## src/eqz_pkg.sv

```systemverilog
// Shared types, constants and helpers for the ZYX Euler to quaternion block.
// Used by every module under src; depends on nothing else.
package eqz_pkg;

    localparam int ANGLE_WIDTH  = 16;
    localparam int QUAT_WIDTH   = 16;
    localparam int NUM_AXES     = 3;
    localparam int CORDIC_STEPS = 30;
    localparam int HALF_W       = 34;
    localparam int CS_W         = 33;
    localparam int MUL_W        = 2 * CS_W;
    localparam int SUM_W        = 64;
    localparam int ANGLE_SHIFT  = 29 - (ANGLE_WIDTH - 4);
    localparam int OUT_SHIFT    = 60 - (QUAT_WIDTH - 2);
    localparam int OUT_VW       = SUM_W - OUT_SHIFT;

    localparam logic signed [HALF_W-1:0] HALF_PI_Q30 = 34'sd1686629713;
    localparam logic signed [HALF_W-1:0] PI_Q30      = 34'sd3373259426;
    localparam logic signed [CS_W-1:0]   GAIN_Q30    = 33'sh026DD3B6A;
    localparam logic signed [OUT_VW-1:0] QUAT_LIM    = OUT_VW'(1) <<< (QUAT_WIDTH - 2);

    typedef struct packed {
        logic signed [ANGLE_WIDTH-1:0] yaw_angle;
        logic signed [ANGLE_WIDTH-1:0] pitch_angle;
        logic signed [ANGLE_WIDTH-1:0] roll_angle;
    } t_angles;

    typedef struct packed {
        logic signed [QUAT_WIDTH-1:0] quat_x;
        logic signed [QUAT_WIDTH-1:0] quat_y;
        logic signed [QUAT_WIDTH-1:0] quat_z;
        logic signed [QUAT_WIDTH-1:0] quat_w;
    } t_quat;

    // lane 0 yaw, lane 1 pitch, lane 2 roll
    typedef struct packed {
        logic [NUM_AXES-1:0][HALF_W-1:0] z;
        logic [NUM_AXES-1:0]             neg;
    } t_fold_item;

    typedef struct packed {
        logic valid;
        logic ready;
    } t_hs;

    function automatic logic signed [HALF_W-1:0] atan_q30(input int idx);
        logic [31:0] v;
        case (idx)
            0:  v = 32'h3243F6A8;
            1:  v = 32'h1DAC6705;
            2:  v = 32'h0FADBAFC;
            3:  v = 32'h07F56EA6;
            4:  v = 32'h03FEAB76;
            5:  v = 32'h01FFD55B;
            6:  v = 32'h00FFFAAA;
            7:  v = 32'h007FFF55;
            8:  v = 32'h003FFFEA;
            9:  v = 32'h001FFFFD;
            10: v = 32'h000FFFFF;
            11: v = 32'h0007FFFF;
            12: v = 32'h0003FFFF;
            13: v = 32'h0001FFFF;
            14: v = 32'h0000FFFF;
            15: v = 32'h00007FFF;
            16: v = 32'h00003FFF;
            17: v = 32'h00001FFF;
            18: v = 32'h00000FFF;
            19: v = 32'h000007FF;
            20: v = 32'h000003FF;
            21: v = 32'h000001FF;
            22: v = 32'h000000FF;
            23: v = 32'h0000007F;
            24: v = 32'h0000003F;
            25: v = 32'h0000001F;
            26: v = 32'h0000000F;
            27: v = 32'h00000007;
            28: v = 32'h00000003;
            29: v = 32'h00000001;
            default: v = 32'h0;
        endcase
        return $signed({{(HALF_W-32){1'b0}}, v});
    endfunction

    function automatic logic signed [MUL_W-1:0] mul_cs(input logic signed [CS_W-1:0] a,
                                                        input logic signed [CS_W-1:0] b);
        logic signed [MUL_W-1:0] ea;
        logic signed [MUL_W-1:0] eb;
        ea = MUL_W'(a);
        eb = MUL_W'(b);
        return ea * eb;
    endfunction

endpackage

```

## src/eqz_queue.sv

```systemverilog
// Four-word queue of folded half angles between front and back.
// Depends on eqz_pkg.
module eqz_queue import eqz_pkg::*; (
    input  logic       i_clk,
    input  logic       i_rst_n,
    input  logic       i_push,
    input  t_fold_item i_item,
    output t_hs        o_in_hs,
    input  logic       i_pop,
    output t_fold_item o_item,
    output t_hs        o_out_hs
);
    localparam int DEPTH = 4;
    localparam int PW    = $clog2(DEPTH);

    t_fold_item      r_mem [0:DEPTH-1];
    logic [PW-1:0]   r_wr;
    logic [PW-1:0]   r_rd;
    logic [PW:0]     r_cnt;
    logic            w_wen;
    logic            w_ren;

    assign o_in_hs.ready  = (r_cnt != (PW+1)'(DEPTH));
    assign o_in_hs.valid  = i_push;
    assign o_out_hs.valid = (r_cnt != '0);
    assign o_out_hs.ready = i_pop;
    assign w_wen = i_push && o_in_hs.ready;
    assign w_ren = i_pop && o_out_hs.valid;
    assign o_item = r_mem[r_rd];

    always_ff @(posedge i_clk) begin
        if (!i_rst_n) begin
            r_wr  <= '0;
            r_rd  <= '0;
            r_cnt <= '0;
        end else begin
            if (w_wen) r_wr <= r_wr + 1'b1;
            if (w_ren) r_rd <= r_rd + 1'b1;
            r_cnt <= r_cnt + (PW+1)'(w_wen) - (PW+1)'(w_ren);
        end
    end

    always_ff @(posedge i_clk) begin
        if (w_wen) r_mem[r_wr] <= i_item;
    end
endmodule

```

## config.mk

```make
export PLATFORM = sky130hd
export DESIGN_NAME = eqz_queue
export DESIGN_NICKNAME = d
export VERILOG_FILES = /design/src/eqz_pkg.sv /design/src/eqz_queue.sv
export SDC_FILE = /design/constraint.sdc
export NUM_CORES = 1
export LEC_CHECK = 0
export ABC_CLOCK_PERIOD_IN_PS = 5460
export BUFFER_PORTS_ARGS = -buffer_cell sky130_fd_sc_hd__buf_2
export CORE_UTILIZATION = 50
export CTS_CLUSTER_DIAMETER = 30
export CTS_CLUSTER_SIZE = 12
export DETAILED_ROUTE_END_ITERATION = 7
export PLACE_DENSITY_LB_ADDON = 0.3
export REMOVE_ABC_BUFFERS = 1
export SYNTH_ARGS = -nofsm -noshare
export SYNTH_HDL_FRONTEND = slang
export SYNTH_SLANG_ARGS = --single-unit
```

## constraint.sdc

```tcl
create_clock -name i_clk -period 5.46 [get_ports i_clk]
set_clock_uncertainty 0.2 [all_clocks]
set_input_delay 0.546 -clock i_clk [delete_from_list [all_inputs] [get_ports i_clk]]
set_output_delay 0.546 -clock i_clk [all_outputs]
set_load 0.02 [all_outputs]
```

==> impl_metrics.py, run 1 <==
metrics = {
    "run_status": {
        "status": "completed",
    },
    "die": {
        "num_rows": 64,
        "start_util_pct": 51.0,
        "fp.dieW_um": 179,
        "die_area_um2": 32000,
        "die_h_um": 179,
        "pin_count": 218,
        "core_um2": 30700,
    },
    "critical_path": {
        "reg2reg_depth": 4,
        "startpoint_type": "register",
        "slowest_stage": "dfxtp_4",
        "worstPathArrival_ps": 2780,
        "cp.required_ps": 4710,
        "cp_cell_sequence": "buf_4 -> mux4_2 -> buf_2",
        "worst-path-max-fanout": 35,
        "worstSetupPathType": "reg -> out",
        "cpPeakStageDelay_ps": 800,
        "cp-end-kind": "primary output",
    },
    "job": {
        "cap_viol_max_count": 0,
    },
    "sta": {
        "clock.fmax_ghz": 0.284,
        "slew_headroom_pct": 36.4,
        "slew_violations": 0,
        "fin_crit_ps": 3520,
        "setup_viol": 0,
        "hold_viol": 0,
        "tightest_slew_ps": 953,
        "fin_crit_sh_pct": 64.5,
        "fin_ws_ps": 1940,
        "rsz0062_at_grt": "false",
    },
    "grt": {
        "grt_antenna_before_repair": 3,
        "grt_overflow": 0,
        "grt_pass1_wl_um": 49300,
        "grt_pass1_vias": 8471,
        "grt_max_degree": 62,
        "grt_usage_pct": 21.2,
    },
    "yosys": {
        "synthTopCellsByArea": "edfxtp_1 (81%), mux4_2 (15%), dfxtp_1 (1.2%)",
        "synth_cell_types": 21,
        "yosys-top-cells-count": "edfxtp_1 (420), mux4_2 (105), buf_2 (12)",
        "syn_area_per_cell_um2": 26.1,
        "seq_area_frac_synth_pct": 81.8,
        "synth-seq-cells": 429,
        "yosysTopAreaCell": "edfxtp_1",
        "yosys_warnings": 0,
        "yosysMostFrequentCell": "edfxtp_1",
        "synthArstFlopShare_pct": 0,
        "postSynthCellCount": 599,
        "synth_flop_cell": "edfxtp_1",
        "synth_top_area_share_pct": 80.6,
        "synth_edf_count": 420,
        "syn-cell-area_um2": 15600,
    },
    "cts": {
        "htree_levels": 3,
        "clock_latency_ps": 580,
        "clk_pin_slew_ps": 50,
        "post_cts.repair.setup_buffers": 0,
        "cts_buffer_depth": 3,
        "cts.sinks": 429,
        "root_buffer": "clkbuf_16",
        "cts-buffers-inserted": 84,
        "cts_tree": "built",
    },
    "finish": {
        "fin_cells": 1458,
        "num-fill-cells": 1898,
        "area_growth_pct": 34.5,
        "drive_above_1_share_pct": 45.6,
        "fin_util_pct": 68.6,
        "final_nets": 1104,
    },
    "place": {
        "gp_routability_congestion": 0.766,
        "port_buffers": 217,
        "dpl.hpwl_um": 18700,
        "placedCellCount": 1197,
        "dp_slack_ps": 2270,
    },
    "min_path": {
        "min_path_cells": 1,
        "hp-class": "in -> reg",
    },
    "route": {
        "viasPerCell": 5.36,
        "routed_wirelength_um": 33300,
        "drt_iter0_drc": 664,
        "drt.antenna.violating_nets": 0,
        "via_count": 7812,
        "drt_pre_antenna_iters": 5,
        "wl_per_cell_um": 22.8,
        "drc": 0,
    },
    "power_and_ir_drop": {
        "p_per_area_nw_per_um2": 542,
        "leakage_nw": 7.34,
        "irDropWorstVdd_v": 0.000312,
    },
}
metal layers:
| metal | global-route usage, % | routed length [µm] |
|---|---|---|
| met1 | 27.6 | 13600 |
| met2 | 33.7 | 16400 |
| met3 | 6.51 | 2520 |
| met4 | 8.23 | 792 |
| met5 | 0 | 0 |
critical path, delay by kind of cell (launching register included):
kind / cells / cell delay, ps
buf+inv: 2 / 750
flops: 1 / 800
mux: 1 / 620
where the power goes:
group | leakage [nW] | switching (mW) | internal [mW]
clock network | 1.39 | 1.77 | 3.33
logic | 2.03 | 1.23 | 0.905
registers | 3.92 | 0.155 | 4.00
total | 7.34 | 3.15 | 8.24
kinds of logic (layout without fill, tap and decap cells):
| logic type | Yosys count | in the layout | synth area share [%] |
|---|---|---|---|
| buffers and inverters | 32 | 492 | 1.39 |
| flip-flops | 429 | 429 | 81.8 |
| AND/OR/NAND/NOR | 17 | 17 | 0.584 |
| multiplexers | 107 | 107 | 15.2 |
| AO/OA/AOI/OAI | 3 | 3 | 0.160 |
| other | 0 | 3 | 0 |
| XOR/XNOR | 4 | 4 | 0.224 |
| adder cells (fa/ha/maj) | 7 | 7 | 0.608 |
sequential cells by signal, summed over array words and instances (netlist names), named ones only:
register and count:
r_rd 2, r_mem 420, r_wr 2, r_cnt 3
per-stage QoR:
stage | power [mW] | area, µm² | TNS [ps] | hold slack, ps
2_1_floorplan | 5.66 | 15400 | -39900 | 268
3_3_place_gp | 6.25 | 17100 | 0 | 281
3_5_place_dp | 6.31 | 17100 | 0 | 314
4_1_cts | 11.5 | 21000 | 0 | 1.20
5_1_grt | 11.8 | 21000 | 0 | 2.49
6_report | 11.4 | 21000 | 0 | 10.7
layout by cell type (no fill, tap or decap), types with 2 or more instances in the layout:
cell type / instances
edfxtp_1: 420
buf_2: 217
mux4_2: 105
dlygate4sd3_1: 101
clkbuf_16: 85
inv_6: 15
clkinv_2: 13
buf_4: 11
bufinv_16: 9
clkinvlp_4: 9
clkbuf_1: 7
clkinv_1: 7
dfxtp_1: 7
ha_1: 6
clkinv_4: 6
inv_1: 5
nand2_1: 5
and2_4: 4
xnor2_1: 4
diode_2: 3
and2_1: 3
nor2b_1: 3
inv_16: 3
mux2i_1: 2
dfxtp_4: 2
clkinv_8: 2
path summary, 6_finish.rpt:
| kind | start | endpoint | slack (ps) |
|---|---|---|---|
| worst max-delay path | register | o_item[11] | 1940 |
| worst min-delay path | i_item[57] | r_mem[3][57]$_DFFE_PP_ | 10 |
| worst max register to register | r_cnt[1]$_SDFF_PN0_ | r_mem[0][93]$_DFFE_PP_ | 2430 |
| worst min register to register | r_wr[0]$_SDFFE_PN0P_ | r_wr[0]$_SDFFE_PN0P_ | 330 |
area by class of cell:
class | instances | area [µm²] | area share (%)
clock buffer | 92 | 2150 | 10.2
antenna | 3 | 7.51 | 0.0357
tap | 396 | 495 | 2.36
multi-input combinational | 138 | 2640 | 12.6
timing repair buffer | 330 | 2200 | 10.5
clock inverter | 65 | 717 | 3.41
sequential | 429 | 12800 | 60.9
inverter | 5 | 18.8 | 0.0892
what timing repair did:
item / in CTS / in global routing
gates resized for setup: 0 / 0
hold buffers: 101 / 0
endpoints found under the hold margin: 396 / 0
Power figures use the tool's default switching activity.
==> run 2: changes to the inputs <==
--- a/config.mk
+++ b/config.mk
@@ -5,7 +5,7 @@
 export SDC_FILE = /design/constraint.sdc
 export NUM_CORES = 1
 export LEC_CHECK = 0
-export ABC_CLOCK_PERIOD_IN_PS = 5460
+export ABC_CLOCK_PERIOD_IN_PS = 3100
 export BUFFER_PORTS_ARGS = -buffer_cell sky130_fd_sc_hd__buf_2
 export CORE_UTILIZATION = 50
 export CTS_CLUSTER_DIAMETER = 30
==> constraint.sdc (replaced) <==
create_clock -name i_clk -period 3.1 [get_ports i_clk]
set_clock_uncertainty 0.2 [all_clocks]
set_input_delay 0.31 -clock i_clk [delete_from_list [all_inputs] [get_ports i_clk]]
set_output_delay 0.31 -clock i_clk [all_outputs]
set_load 0.02 [all_outputs]
==> impl_metrics.py, run 2 (synthesis gave the netlist of run 1 again) <==
metrics = {
    "critical_path": {
        "worst-path-max-fanout": 65,
        "startpoint_type": "register",
        "crit_buf_inv": 2,
        "reg2reg_from": "r_cnt[1]$_SDFF_PN0_",
        "worstPathArrival_ps": 2210,
        "worstSetupPathType": "reg -> out",
        "critPathTopFamily": "buffers and inverters",
        "reg2reg_depth": 12,
        "ff2ff_setup_slack_ps": 460,
        "cpPeakStageDelay_ps": 630,
        "r2r-end": "r_cnt[2]$_SDFF_PN0_",
        "cp-end-kind": "primary output",
        "slowest_stage": "mux4_2",
        "cp.required_ps": 2590,
        "cp_cell_sequence": "buf_12 -> mux4_2 -> buf_2",
    },
    "finish": {
        "final_common_cell": "edfxtp_1",
        "fin_util_pct": 68.8,
        "final_nets": 1103,
        "fin_cells": 1447,
        "top_register": "r_mem",
        "reg.largest.list": "r_mem x420, r_cnt x3",
        "drive_above_1_share_pct": 45.2,
        "final_cell_mix": "edfxtp_1 (420), buf_2 (217), dlygate4sd3_1 (106)",
        "num-fill-cells": 1881,
        "largest_reg_flops": 420,
        "area_growth_pct": 34.9,
    },
    "route": {
        "drt_pre_antenna_iters": 4,
        "routed_wirelength_um": 29800,
        "viasPerCell": 5.23,
        "wl_per_cell_um": 20.6,
        "via_count": 7561,
        "drt.antenna.violating_nets": 0,
        "drc": 0,
        "drt_iter0_drc": 495,
    },
    "grt": {
        "grt_max_degree": 66,
        "grt_pass1_wl_um": 44800,
        "grt_usage_pct": 18.9,
        "grt_antenna_before_repair": 1,
        "grt_overflow": 0,
        "grt_pass1_vias": 8287,
    },
    "sta": {
        "hold_viol": 0,
        "clock.fmax_ghz": 0.368,
        "tightest_slew_ps": 553,
        "fin_crit_sh_pct": 87.6,
        "rsz0062_at_grt": "false",
        "slew_violations": 0,
        "fin_crit_ps": 2720,
        "whs_ps": 91.3,
        "setup_viol": 0,
        "slew_headroom_pct": 63.1,
    },
    "cts": {
        "cts_resized": 0,
        "clk_pin_slew_ps": 40,
        "cts_buffer_depth": 3,
        "htree_levels": 3,
        "cts.sinks": 429,
        "clock_latency_ps": 560,
        "cts-buffers-inserted": 76,
        "root_buffer": "clkbuf_16",
        "cts_tree": "built",
    },
    "die": {
        "core_um2": 30700,
        "die_area_um2": 32000,
        "fp.dieW_um": 179,
        "die_h_um": 179,
        "start_util_pct": 51.0,
        "pin_count": 218,
        "num_rows": 64,
    },
    "min_path": {
        "worstHoldStart": "i_pop",
        "hp-class": "in -> reg",
        "min_path_cells": 4,
    },
    "place": {
        "dpl.hpwl_um": 16300,
        "placedCellCount": 1199,
        "port_buffers": 217,
        "gp_routability_congestion": 0.740,
    },
    "power_and_ir_drop": {
        "total_power_mw": 19.7,
        "p_per_area_nw_per_um2": 933,
        "irDropWorstVdd_v": 0.000646,
        "leakage_nw": 7.35,
    },
    "job": {
        "cap_viol_max_count": 0,
    },
    "run_status": {
        "status": "completed",
    },
}
-- run 2: cell type report --
class | count | area, µm² | share of cell area [%]
antenna | 1 | 2.50 | 0.0119
clock inverter | 60 | 827 | 3.92
tap | 396 | 495 | 2.35
timing repair buffer | 337 | 2390 | 11.3
multi-input combinational | 138 | 2640 | 12.5
sequential | 429 | 12800 | 60.7
inverter | 5 | 18.8 | 0.0890
clock buffer | 81 | 1920 | 9.10
-- run 2: how the worst max path moves through the flow --
stage | depth (start not counted) | to
after floorplan | 1 | o_item[0]
after global placement | 12 | r_cnt[2]$_SDFF_PN0_
after detailed placement | 12 | r_cnt[2]$_SDFF_PN0_
after CTS | 3 | o_item[87]
after global routing | 3 | o_item[87]
final | 3 | o_item[87]
-- run 2: power by group --
part           switching (mW)  internal, mW  total [mW]
Combinational            2.17          1.66        3.82
Clock                    3.00          5.64        8.65
Sequential              0.180          7.04        7.22
Total                    5.35          14.3        19.7
-- run 2: metal layers --
metal / share of wire [%] / vias up / track usage [%] / wire length [µm]
met2: 52 / 270 / 32.5 / 15400
met1: 40 / 3842 / 23.0 / 11800
li1: - / 3396 / - / -
met4: 1.8 / 0 / 6.67 / 550
met5: 0 / - / 0 / 0
met3: 6.7 / 53 / 5.09 / 2010
-- run 2: repair_timing --
item | in CTS | in global routing
hold buffers | 106 | 0
endpoints found under the hold margin | 429 | 0
setup buffers | 0 | 0
-- run 2: metrics by stage --
stage	setup WS [ps]	cell area (µm²)	TNS, ps
finish	385	21100	0
CTS	308	21100	0
floorplan	-2500	15400	-652430
global placement	595	17300	0
global route	250	21100	0
detailed placement	463	17300	0
-- run 2: worst min-delay path, delay by kind of cell --
family	cells	cell delay [ps]
compound gates	1	140
xor+xnor	1	70
buf+inv	1	130
simple gates	1	150
