--- src/eqz_pkg.sv ---
// Shared types, constants and helpers for the ZYX Euler to quaternion block.
// Used by every module under src; depends on nothing else.
package eqz_pkg;

    localparam int ANGLE_WIDTH  = 16;
    localparam int QUAT_WIDTH   = 16;
    localparam int NUM_AXES     = 3;
    localparam int CORDIC_STEPS = 30;
    localparam int HALF_W       = 34;
    localparam int CS_W         = 33;
    localparam int MUL_W        = 2 * CS_W;
    localparam int SUM_W        = 64;
    localparam int ANGLE_SHIFT  = 29 - (ANGLE_WIDTH - 4);
    localparam int OUT_SHIFT    = 60 - (QUAT_WIDTH - 2);
    localparam int OUT_VW       = SUM_W - OUT_SHIFT;

    localparam logic signed [HALF_W-1:0] HALF_PI_Q30 = 34'sd1686629713;
    localparam logic signed [HALF_W-1:0] PI_Q30      = 34'sd3373259426;
    localparam logic signed [CS_W-1:0]   GAIN_Q30    = 33'sh026DD3B6A;
    localparam logic signed [OUT_VW-1:0] QUAT_LIM    = OUT_VW'(1) <<< (QUAT_WIDTH - 2);

    typedef struct packed {
        logic signed [ANGLE_WIDTH-1:0] yaw_angle;
        logic signed [ANGLE_WIDTH-1:0] pitch_angle;
        logic signed [ANGLE_WIDTH-1:0] roll_angle;
    } t_angles;

    typedef struct packed {
        logic signed [QUAT_WIDTH-1:0] quat_x;
        logic signed [QUAT_WIDTH-1:0] quat_y;
        logic signed [QUAT_WIDTH-1:0] quat_z;
        logic signed [QUAT_WIDTH-1:0] quat_w;
    } t_quat;

    // lane 0 yaw, lane 1 pitch, lane 2 roll
    typedef struct packed {
        logic [NUM_AXES-1:0][HALF_W-1:0] z;
        logic [NUM_AXES-1:0]             neg;
    } t_fold_item;

    typedef struct packed {
        logic valid;
        logic ready;
    } t_hs;

    function automatic logic signed [HALF_W-1:0] atan_q30(input int idx);
        logic [31:0] v;
        case (idx)
            0:  v = 32'h3243F6A8;
            1:  v = 32'h1DAC6705;
            2:  v = 32'h0FADBAFC;
            3:  v = 32'h07F56EA6;
            4:  v = 32'h03FEAB76;
            5:  v = 32'h01FFD55B;
            6:  v = 32'h00FFFAAA;
            7:  v = 32'h007FFF55;
            8:  v = 32'h003FFFEA;
            9:  v = 32'h001FFFFD;
            10: v = 32'h000FFFFF;
            11: v = 32'h0007FFFF;
            12: v = 32'h0003FFFF;
            13: v = 32'h0001FFFF;
            14: v = 32'h0000FFFF;
            15: v = 32'h00007FFF;
            16: v = 32'h00003FFF;
            17: v = 32'h00001FFF;
            18: v = 32'h00000FFF;
            19: v = 32'h000007FF;
            20: v = 32'h000003FF;
            21: v = 32'h000001FF;
            22: v = 32'h000000FF;
            23: v = 32'h0000007F;
            24: v = 32'h0000003F;
            25: v = 32'h0000001F;
            26: v = 32'h0000000F;
            27: v = 32'h00000007;
            28: v = 32'h00000003;
            29: v = 32'h00000001;
            default: v = 32'h0;
        endcase
        return $signed({{(HALF_W-32){1'b0}}, v});
    endfunction

    function automatic logic signed [MUL_W-1:0] mul_cs(input logic signed [CS_W-1:0] a,
                                                        input logic signed [CS_W-1:0] b);
        logic signed [MUL_W-1:0] ea;
        logic signed [MUL_W-1:0] eb;
        ea = MUL_W'(a);
        eb = MUL_W'(b);
        return ea * eb;
    endfunction

endpackage

--- src/eqz_front.sv ---
// Input stage: registers one angle word, halves it into Q30 and folds it
// into [-pi/2, pi/2]. Depends on eqz_pkg.
module eqz_front import eqz_pkg::*; (
    input  logic       i_clk,
    input  logic       i_rst_n,
    input  logic       i_push,
    input  t_angles    i_data,
    output logic       o_full,
    input  logic       i_q_ready,
    output logic       o_q_valid,
    output t_fold_item o_q_item
);
    logic       r_vld;
    logic       n_vld;
    t_fold_item r_item;
    t_fold_item n_item;
    logic signed [ANGLE_WIDTH-1:0] w_ang [0:NUM_AXES-1];

    assign w_ang[0] = i_data.yaw_angle;
    assign w_ang[1] = i_data.pitch_angle;
    assign w_ang[2] = i_data.roll_angle;

    always_comb begin
        logic signed [HALF_W-1:0] h;
        for (int l = 0; l < NUM_AXES; l++) begin
            h = HALF_W'(w_ang[l]) <<< ANGLE_SHIFT;
            n_item.neg[l] = 1'b0;
            n_item.z[l]   = h;
            if (h > HALF_PI_Q30) begin
                n_item.z[l]   = h - PI_Q30;
                n_item.neg[l] = 1'b1;
            end else if (h < -HALF_PI_Q30) begin
                n_item.z[l]   = h + PI_Q30;
                n_item.neg[l] = 1'b1;
            end
        end
    end

    assign o_full    = r_vld && !i_q_ready;
    assign o_q_valid = r_vld;
    assign o_q_item  = r_item;

    // hold the word while the queue is full
    always_comb begin
        n_vld = r_vld;
        if (!o_full) n_vld = i_push;
    end

    always_ff @(posedge i_clk) begin
        if (!i_rst_n) r_vld <= 1'b0;
        else          r_vld <= n_vld;
    end

    always_ff @(posedge i_clk) begin
        if (!o_full && i_push) r_item <= n_item;
    end
endmodule

--- config.mk ---
export PLATFORM = sky130hd
export DESIGN_NAME = eqz_front
export DESIGN_NICKNAME = d
export VERILOG_FILES = /design/src/eqz_pkg.sv /design/src/eqz_front.sv
export SDC_FILE = /design/constraint.sdc
export NUM_CORES = 1
export LEC_CHECK = 0
export BUFFER_PORTS_ARGS = -buffer_cell sky130_fd_sc_hd__clkbuf_2
export CORE_MARGIN = 2
export CORE_UTILIZATION = 40
export CTS_BUF_LIST = sky130_fd_sc_hd__clkbuf_4
export DETAILED_ROUTE_END_ITERATION = 16
export GPL_ROUTABILITY_DRIVEN = 0
export PLACE_DENSITY = 0.75
export SLEW_MARGIN = 20
export SYNTH_ARGS = -nofsm -noshare
export SYNTH_HDL_FRONTEND = slang
export SYNTH_SLANG_ARGS = --single-unit
--- constraint.sdc ---
create_clock -name i_clk -period 3.5 [get_ports i_clk]
set_input_delay 0.175 -clock i_clk [delete_from_list [all_inputs] [get_ports i_clk]]
set_output_delay 0.175 -clock i_clk [all_outputs]
set_load 0.005 [all_outputs]
==> flow_metrics.py, run 1 <==
metrics = {
    "setup_path": {
        "cp_data_arrival_time_ns": 2.18,
        "end_kind": "flip-flop",
        "cp.required_ns": 3.65,
        "path_class": "input pin to flip-flop",
        "cp_max_fo": 13,
        "cp_slowest_stage_delay_ns": 0.51,
        "crit_buf_inv": 2,
        "cp_cell_sequence": "clkbuf_2, nand4b_1, or4_4, o211ai_2, inv_2, a32oi_1, xnor2_1",
        "start_kind": "input pin",
        "critPathTopFamily": "compound AO/OA/AOI/OAI gates",
        "crit_path_top_delay_cell": "or4_4",
    },
    "grt": {
        "grt-ovfl-total": 0,
        "grt_pass1_vias": 3387,
        "antenna_found_initial": 1,
        "grt_max_degree": 61,
        "grt_first_pass_wirelength_um": 16200,
        "grtUsageTotal_pct": 16.9,
    },
    "drt": {
        "drtPass1Iterations": 5,
        "num_vias": 3864,
        "dr.max_layer_used": "met4",
        "routedWlPerCell_um": 15.1,
        "drt-met1-wl_um": 4360,
        "wl_met3_um": 645,
        "remaining_drc_errors": 0,
        "drtAntennaViolNets": 0,
        "wl_um": 10500,
        "viasPerCell": 5.56,
        "drt_iter0_markers": 149,
        "wl_met2_um": 5280,
    },
    "floorplanning": {
        "start_util_pct": 41.2,
        "rows": 38,
        "fp.dieH_um": 110,
        "core_area_mm2": 0.0109,
        "die_w_um": 110,
        "pin_count": 159,
        "dieArea_mm2": 0.0121,
    },
    "cells_and_area": {
        "nets": 613,
        "synthToLayoutAreaGrowth_pct": 15.2,
        "drive_above_1_share_pct": 35.7,
    },
    "synthesis": {
        "synthMuxAreaShare_pct": 0,
        "ys_ff_latch": 61,
        "synth_ff_type": "edfxtp_1",
        "synth-adder-area-share_pct": 3.33,
        "yosysUniqueCellTypes": 79,
        "syn_area_mm2": 0.00450,
        "synth_compound_area_share_pct": 22.0,
        "synth_xor_area_share_pct": 7.39,
        "syn_avg_cell_area_um2": 9.98,
        "postSynthCellCount": 451,
        "synth_common_cells": "edfxtp_1 (60), buf_4 (47), nand2_1 (31)",
        "synth_top_family_by_area": "compound AO/OA/AOI/OAI gates",
        "synth_edf_count": 60,
        "synth_top_cell_by_area": "edfxtp_1",
        "ys.warnings.count": 0,
        "synth_simple_gate_area_share_pct": 12.7,
        "yosysMostFrequentCell": "edfxtp_1",
        "synthTopCellsByArea": "edfxtp_1 (40%), buf_4 (7.8%), xnor2_1 (5.1%)",
        "yosysTopAreaCellShare_pct": 40.0,
        "seq_area_frac_synth_pct": 40.5,
        "synthArstFlopShare_pct": 0,
    },
    "sta": {
        "fin_crit_sh_pct": 58.0,
        "min_period_ns": 2.03,
        "setup_viol": 0,
        "slew_viol_final": 0,
        "worst_pin_slew_ns": 1.04,
        "timing.fmax_ghz": 0.492,
        "slew_headroom_pct": 30.9,
        "tns_ns": 0,
        "finalHoldViolations": 0,
        "rsz0062_at_grt": "false",
        "finalClockSkew_ns": 0.0105,
    },
    "clock_tree": {
        "insertion_delay_ns": 0.40,
        "cts_tree": "built",
        "h-tree-depth": 3,
        "cts_buffer_depth": 2,
        "clockRootBuffer": "clkbuf_4",
        "path_clk_slew_ns": 0.10,
        "cts_resized": 0,
        "cts_buffers": 9,
        "clock-sinks": 61,
    },
    "power": {
        "power.leakage_nw": 2.22,
        "total_power_mw": 2.00,
        "worst_ir_drop_vdd_mv": 0.191,
        "power_density_mw_per_mm2": 386,
    },
    "run": {
        "cap_violations": 0,
    },
    "placed_design": {
        "hpwl_um": 7850,
        "port_buffers": 155,
    },
    "status": {
        "status": "finished clean",
    },
    "min_path": {
        "holdCritPathClass": "input pin to flip-flop",
    },
}
[logic make-up after synthesis]
kind of cell / after synthesis
AO/OA/AOI/OAI: 125
AND/OR/NAND/NOR: 108
buffers and inverters: 106
flip-flops: 61
XOR/XNOR: 38
adder cells (fa/ha/maj): 12
other: 1
[through the flow]
stage	hold WS, ns	std cells	worst slack [ns]	utilization [%]	instance area [um2]
floorplan	0.293	453	1.03	-	4510
global placement	0.380	676	1.23	45.5	4980
detailed placement	0.388	676	1.09	45.5	4980
CTS	0.0722	694	1.52	47.4	5180
global route	0.0971	695	1.34	47.4	5190
finish	0.101	695	1.47	47.4	5190
[where the power goes]
group	switching (mW)	internal (mW)	total [mW]	leakage, nW
logic	0.262	0.191	0.453	1.54
registers	0.0244	0.890	0.914	0.590
clock network	0.267	0.370	0.636	0.0966
total	0.553	1.45	2.00	2.22
[worst paths after layout]
kind / start / end / slack, ns / cells after the start
setup reg to reg: o_q_valid / o_q_item[62] / 1.92 / 3
hold reg to reg: o_q_valid / o_q_valid / 1.24 / 3
setup / recovery: i_data[26] / o_q_item[63] / 1.47 / 7
hold / removal: i_data[17] / o_q_item[55] / 0.10 / 3
[area by class of cell]
type	count	area (um2)
well taps	140	175
multi-input cells	286	2060
diodes	1	2.50
clock inverters	6	111
repair buffers	159	811
inverters	32	128
flip-flops and latches	61	1820
fillers	1040	5750
clock buffers	10	75.1
[layout by cell type, fill, tap and decap left out, drive strengths merged, types with 6 or more instances in the layout]
cell type	instances
a211oi	15
a21oi	10
a31oi	6
a32oi	7
and3	6
clkbuf	165
edfxtp	60
ha	12
inv	31
nand2	31
nand2b	6
nand4	6
nor2	20
nor3	11
o21ai	14
o22ai	11
xnor2	26
xor2	12
[registers in the layout, summed over array words and instances (netlist names)]
register	count
o_q_valid	1
o_q_item	60
[per-layer routing]
layer / track usage, % / vias up
li1: - / 1820
met1: 21.6 / 1862
met2: 28.1 / 165
met3: 2.65 / 17
met4: 7.86 / 0
met5: 0 / -
[tightest hold or removal path: stages]
cell and delay, ns:
clkbuf_2 0.10, nand2_1 0.05, o21ai_0 0.07
[timing repair]
item                                    in CTS  in global routing
hold buffers                                 2                  0
endpoints found under the setup margin       0                  0
endpoints found under the hold margin        1                  0
buffers inserted                             0                  0
No activity file was read; power rests on OpenSTA's default activity.
==> run 2: changes to the inputs <==
- ABC_AREA: not set -> 1
- PLACE_DENSITY: 0.75 -> 0.74
- clock period: 3.5 -> 1.7 ns (I/O delays scaled with it)
==> run 2 against run 1 <==
Via count up 26%. Sequential power up 100%. Combinational power up 130%. Final cell count up 48%. Synthesized area up 12%. Flip-flop and latch count unchanged. Register-to-register slack worse by 1.4 ns. Synthesized cell count up 63%. Setup slack worse by 1.4 ns.
==> flow_metrics.py, run 2 <==
metrics = {
    "setup_path": {
        "start_kind": "input pin",
        "r2r_start": "o_q_valid",
        "cp_slowest_stage_delay_ns": 0.53,
        "worstReg2RegEnd": "o_q_item[89]",
        "cp.required_ns": 1.86,
        "reg2reg_depth": 4,
        "end_kind": "flip-flop",
        "cp_max_fo": 13,
        "crit_top_cell": "nand2_1",
        "crit_path_start": "i_data[1]",
        "cp_data_arrival_time_ns": 1.77,
        "cp_cell_sequence": "dlygate4sd3_1, clkbuf_2, inv_1, ha_2, nor2_1, nand2_1, nand2_1, nand2_1, nand3_2, inv_4, nand2_1, xor2_1",
        "r2r_slack_ns": 0.49,
        "path_class": "input pin to flip-flop",
        "crit_path_top_delay_cell": "dlygate4sd3_1",
        "cp-endpoint": "o_q_item[90]",
    },
    "grt": {
        "antenna_found_initial": 0,
        "grt-ovfl-total": 0,
        "grt_pass1_vias": 4149,
        "grt_max_degree": 61,
        "grt_first_pass_wirelength_um": 18900,
        "grtUsageTotal_pct": 17.8,
    },
    "floorplanning": {
        "dieArea_mm2": 0.0135,
        "fp.dieH_um": 116,
        "core_area_mm2": 0.0125,
        "start_util_pct": 40.5,
        "rows": 41,
        "die_w_um": 116,
        "pin_count": 159,
    },
    "drt": {
        "num_vias": 4878,
        "wl_um": 12100,
        "drtAntennaViolNets": 0,
        "drtPass1Iterations": 5,
        "remaining_drc_errors": 0,
        "viasPerCell": 4.73,
        "drt_iter0_markers": 217,
        "routedWlPerCell_um": 11.7,
    },
    "synthesis": {
        "syn_area_mm2": 0.00505,
        "ys_ff_latch": 61,
        "synth_top_family_by_area": "simple AND/OR/NAND/NOR gates",
        "synthTopCellsByArea": "edfxtp_1 (36%), nand2_1 (23%), buf_4 (7.1%)",
        "synth-adder-area-share_pct": 2.97,
        "synth_common_cells": "nand2_1 (305), inv_1 (69), nand3_1 (61)",
        "yosysMostFrequentCell": "nand2_1",
        "synth_ff_type": "edfxtp_1",
        "syn_avg_cell_area_um2": 6.88,
        "synth_simple_gate_area_share_pct": 36.0,
        "yosysTopAreaCellShare_pct": 35.7,
        "synth_edf_count": 60,
        "yosysUniqueCellTypes": 31,
        "synthMuxAreaShare_pct": 0,
        "synth_compound_area_share_pct": 4.90,
        "postSynthCellCount": 734,
        "seq_area_frac_synth_pct": 36.1,
        "ys.warnings.count": 0,
        "synth_xor_area_share_pct": 4.51,
        "synthArstFlopShare_pct": 0,
        "synth_top_cell_by_area": "edfxtp_1",
    },
    "cells_and_area": {
        "largest_register_ffs": 60,
        "diodes": 0,
        "final_cell_mix": "nand2_1 (303), clkbuf_2 (155), inv_1 (68), nand3_1 (61), edfxtp_1 (60)",
        "synthToLayoutAreaGrowth_pct": 16.7,
        "drive_above_1_share_pct": 24.3,
        "final_common_cell": "nand2_1",
        "nets": 918,
    },
    "sta": {
        "finalClockSkew_ns": 0.0187,
        "fin_crit_sh_pct": 94.7,
        "min_period_ns": 1.61,
        "rsz0062_at_grt": "true",
        "slew_viol_final": 0,
        "timing.fmax_ghz": 0.621,
        "setup_slack_ns": 0.0902,
        "setup_viol": 0,
        "finalHoldViolations": 0,
        "tns_ns": 0,
    },
    "clock_tree": {
        "h-tree-depth": 3,
        "clock-sinks": 61,
        "cts_buffer_depth": 2,
        "path_clk_slew_ns": 0.12,
        "clockRootBuffer": "clkbuf_4",
        "postCtsSetupRepairBufs": 0,
        "cts_tree": "built",
        "insertion_delay_ns": 0.42,
        "cts_buffers": 9,
    },
    "power": {
        "total_power_mw": 3.90,
        "seqPwrFrac_pct": 47.8,
        "p_sw_share_pct": 31.8,
        "worst_ir_drop_vdd_mv": 0.355,
        "p_sw_mw": 1.24,
        "power_density_mw_per_mm2": 662,
        "power.leakage_nw": 3.17,
        "p_int_mw": 2.66,
        "p_comb_share_pct": 26.5,
        "clkPwrFrac_pct": 25.7,
    },
    "min_path": {
        "holdCritPathClass": "input pin to flip-flop",
    },
    "status": {
        "status": "finished clean",
    },
    "placed_design": {
        "pre_cts_slack_ns": 0.0601,
        "port_buffers": 155,
        "hpwl_um": 9130,
    },
    "run": {
        "cap_violations": 0,
    },
}
==> run 2: cell types whose count changed after synthesis, moves of 7 or more <==
cell and change:
nand2_1 +274, nand3_1 +57, inv_1 +41, nor2_1 +35, xnor2_1 -26, a211oi_1 -14, xor2_1 +14, clkbuf_1 -12
nor3_1 -8, a21oi_1 +7, a32oi_1 -7
==> run 2: cell families (layout without fill, tap and decap cells) <==
logic type	after synthesis	count (layout)
DFF	61	61
AOI/OAI and AO/OA	45	45
adders and majority gates	12	12
buffers and inverters	145	268
other	1	3
xor gates and xnor gates	26	26
and+or+nand+nor	444	444
==> run 2: layout make-up <==
class,count,area [um2]
well taps,172,215
clock inverters,6,53.8
fillers,1267,6570
repair buffers,173,942
inverters,79,304
flip-flops and latches,61,1820
clock buffers,10,75.1
multi-input cells,530,2480
==> run 2: what timing repair did <==
item / in CTS / in global routing
setup endpoints to repair: 0 / 14
gates resized for setup: 0 / 8
endpoints found under the hold margin: 5 / 0
hold buffers: 6 / 0
==> run 2: metrics by stage <==
stage | std cells | area (um2) | util, % | hold WS, ns
floorplan | 736 | 5070 | - | 0.231
CTS | 1031 | 5870 | 47.1 | 0.0224
detailed placement | 1009 | 5680 | 45.6 | 0.323
finish | 1031 | 5900 | 47.3 | 0.0629
global route | 1031 | 5900 | 47.3 | 0.0536
global placement | 1009 | 5680 | 45.6 | 0.323
==> run 2: worst min-delay path by stage <==
stage,cells after the start,end,start,slack [ns]
after floorplan,1,o_q_valid,i_rst_n,0.23
after global placement,2,o_q_valid,i_rst_n,0.32
after detailed placement,2,o_q_valid,i_rst_n,0.32
after CTS,3,o_q_item[97],i_data[9],0.02
after global routing,3,o_q_item[97],i_data[9],0.05
final,3,o_q_item[32],i_data[44],0.06
==> run 2: critical path: cells and delay by family <==
family	cells	cell delay, ns
xor gates and xnor gates	1	0.15
and+or+nand+nor	6	0.46
adders and majority gates	1	0.20
buffers and inverters	4	0.88
==> run 2: metal layers <==
layer | global-route usage, % | part of all wire (%) | up-vias
li1 | - | - | 2519
met1 | 23.5 | 45 | 2148
met2 | 27.9 | 46 | 192
met3 | 3.53 | 7.4 | 19
met4 | 8.41 | 2.2 | 0
met5 | 0 | 0 | -
==> run 2: power by group through the flow <==
| stage | clock network, mW | logic, mW | registers, mW |
|---|---|---|---|
| 5_1_grt | 1.11 | 1.18 | 1.88 |
| 4_1_cts | 1.06 | 1.03 | 1.87 |
| 3_3_place_gp | 0 | 1.01 | 1.90 |
| 2_1_floorplan | 0 | 0.681 | 1.91 |
| 6_report | 1.00 | 1.03 | 1.87 |
| 3_5_place_dp | 0 | 1.02 | 1.90 |
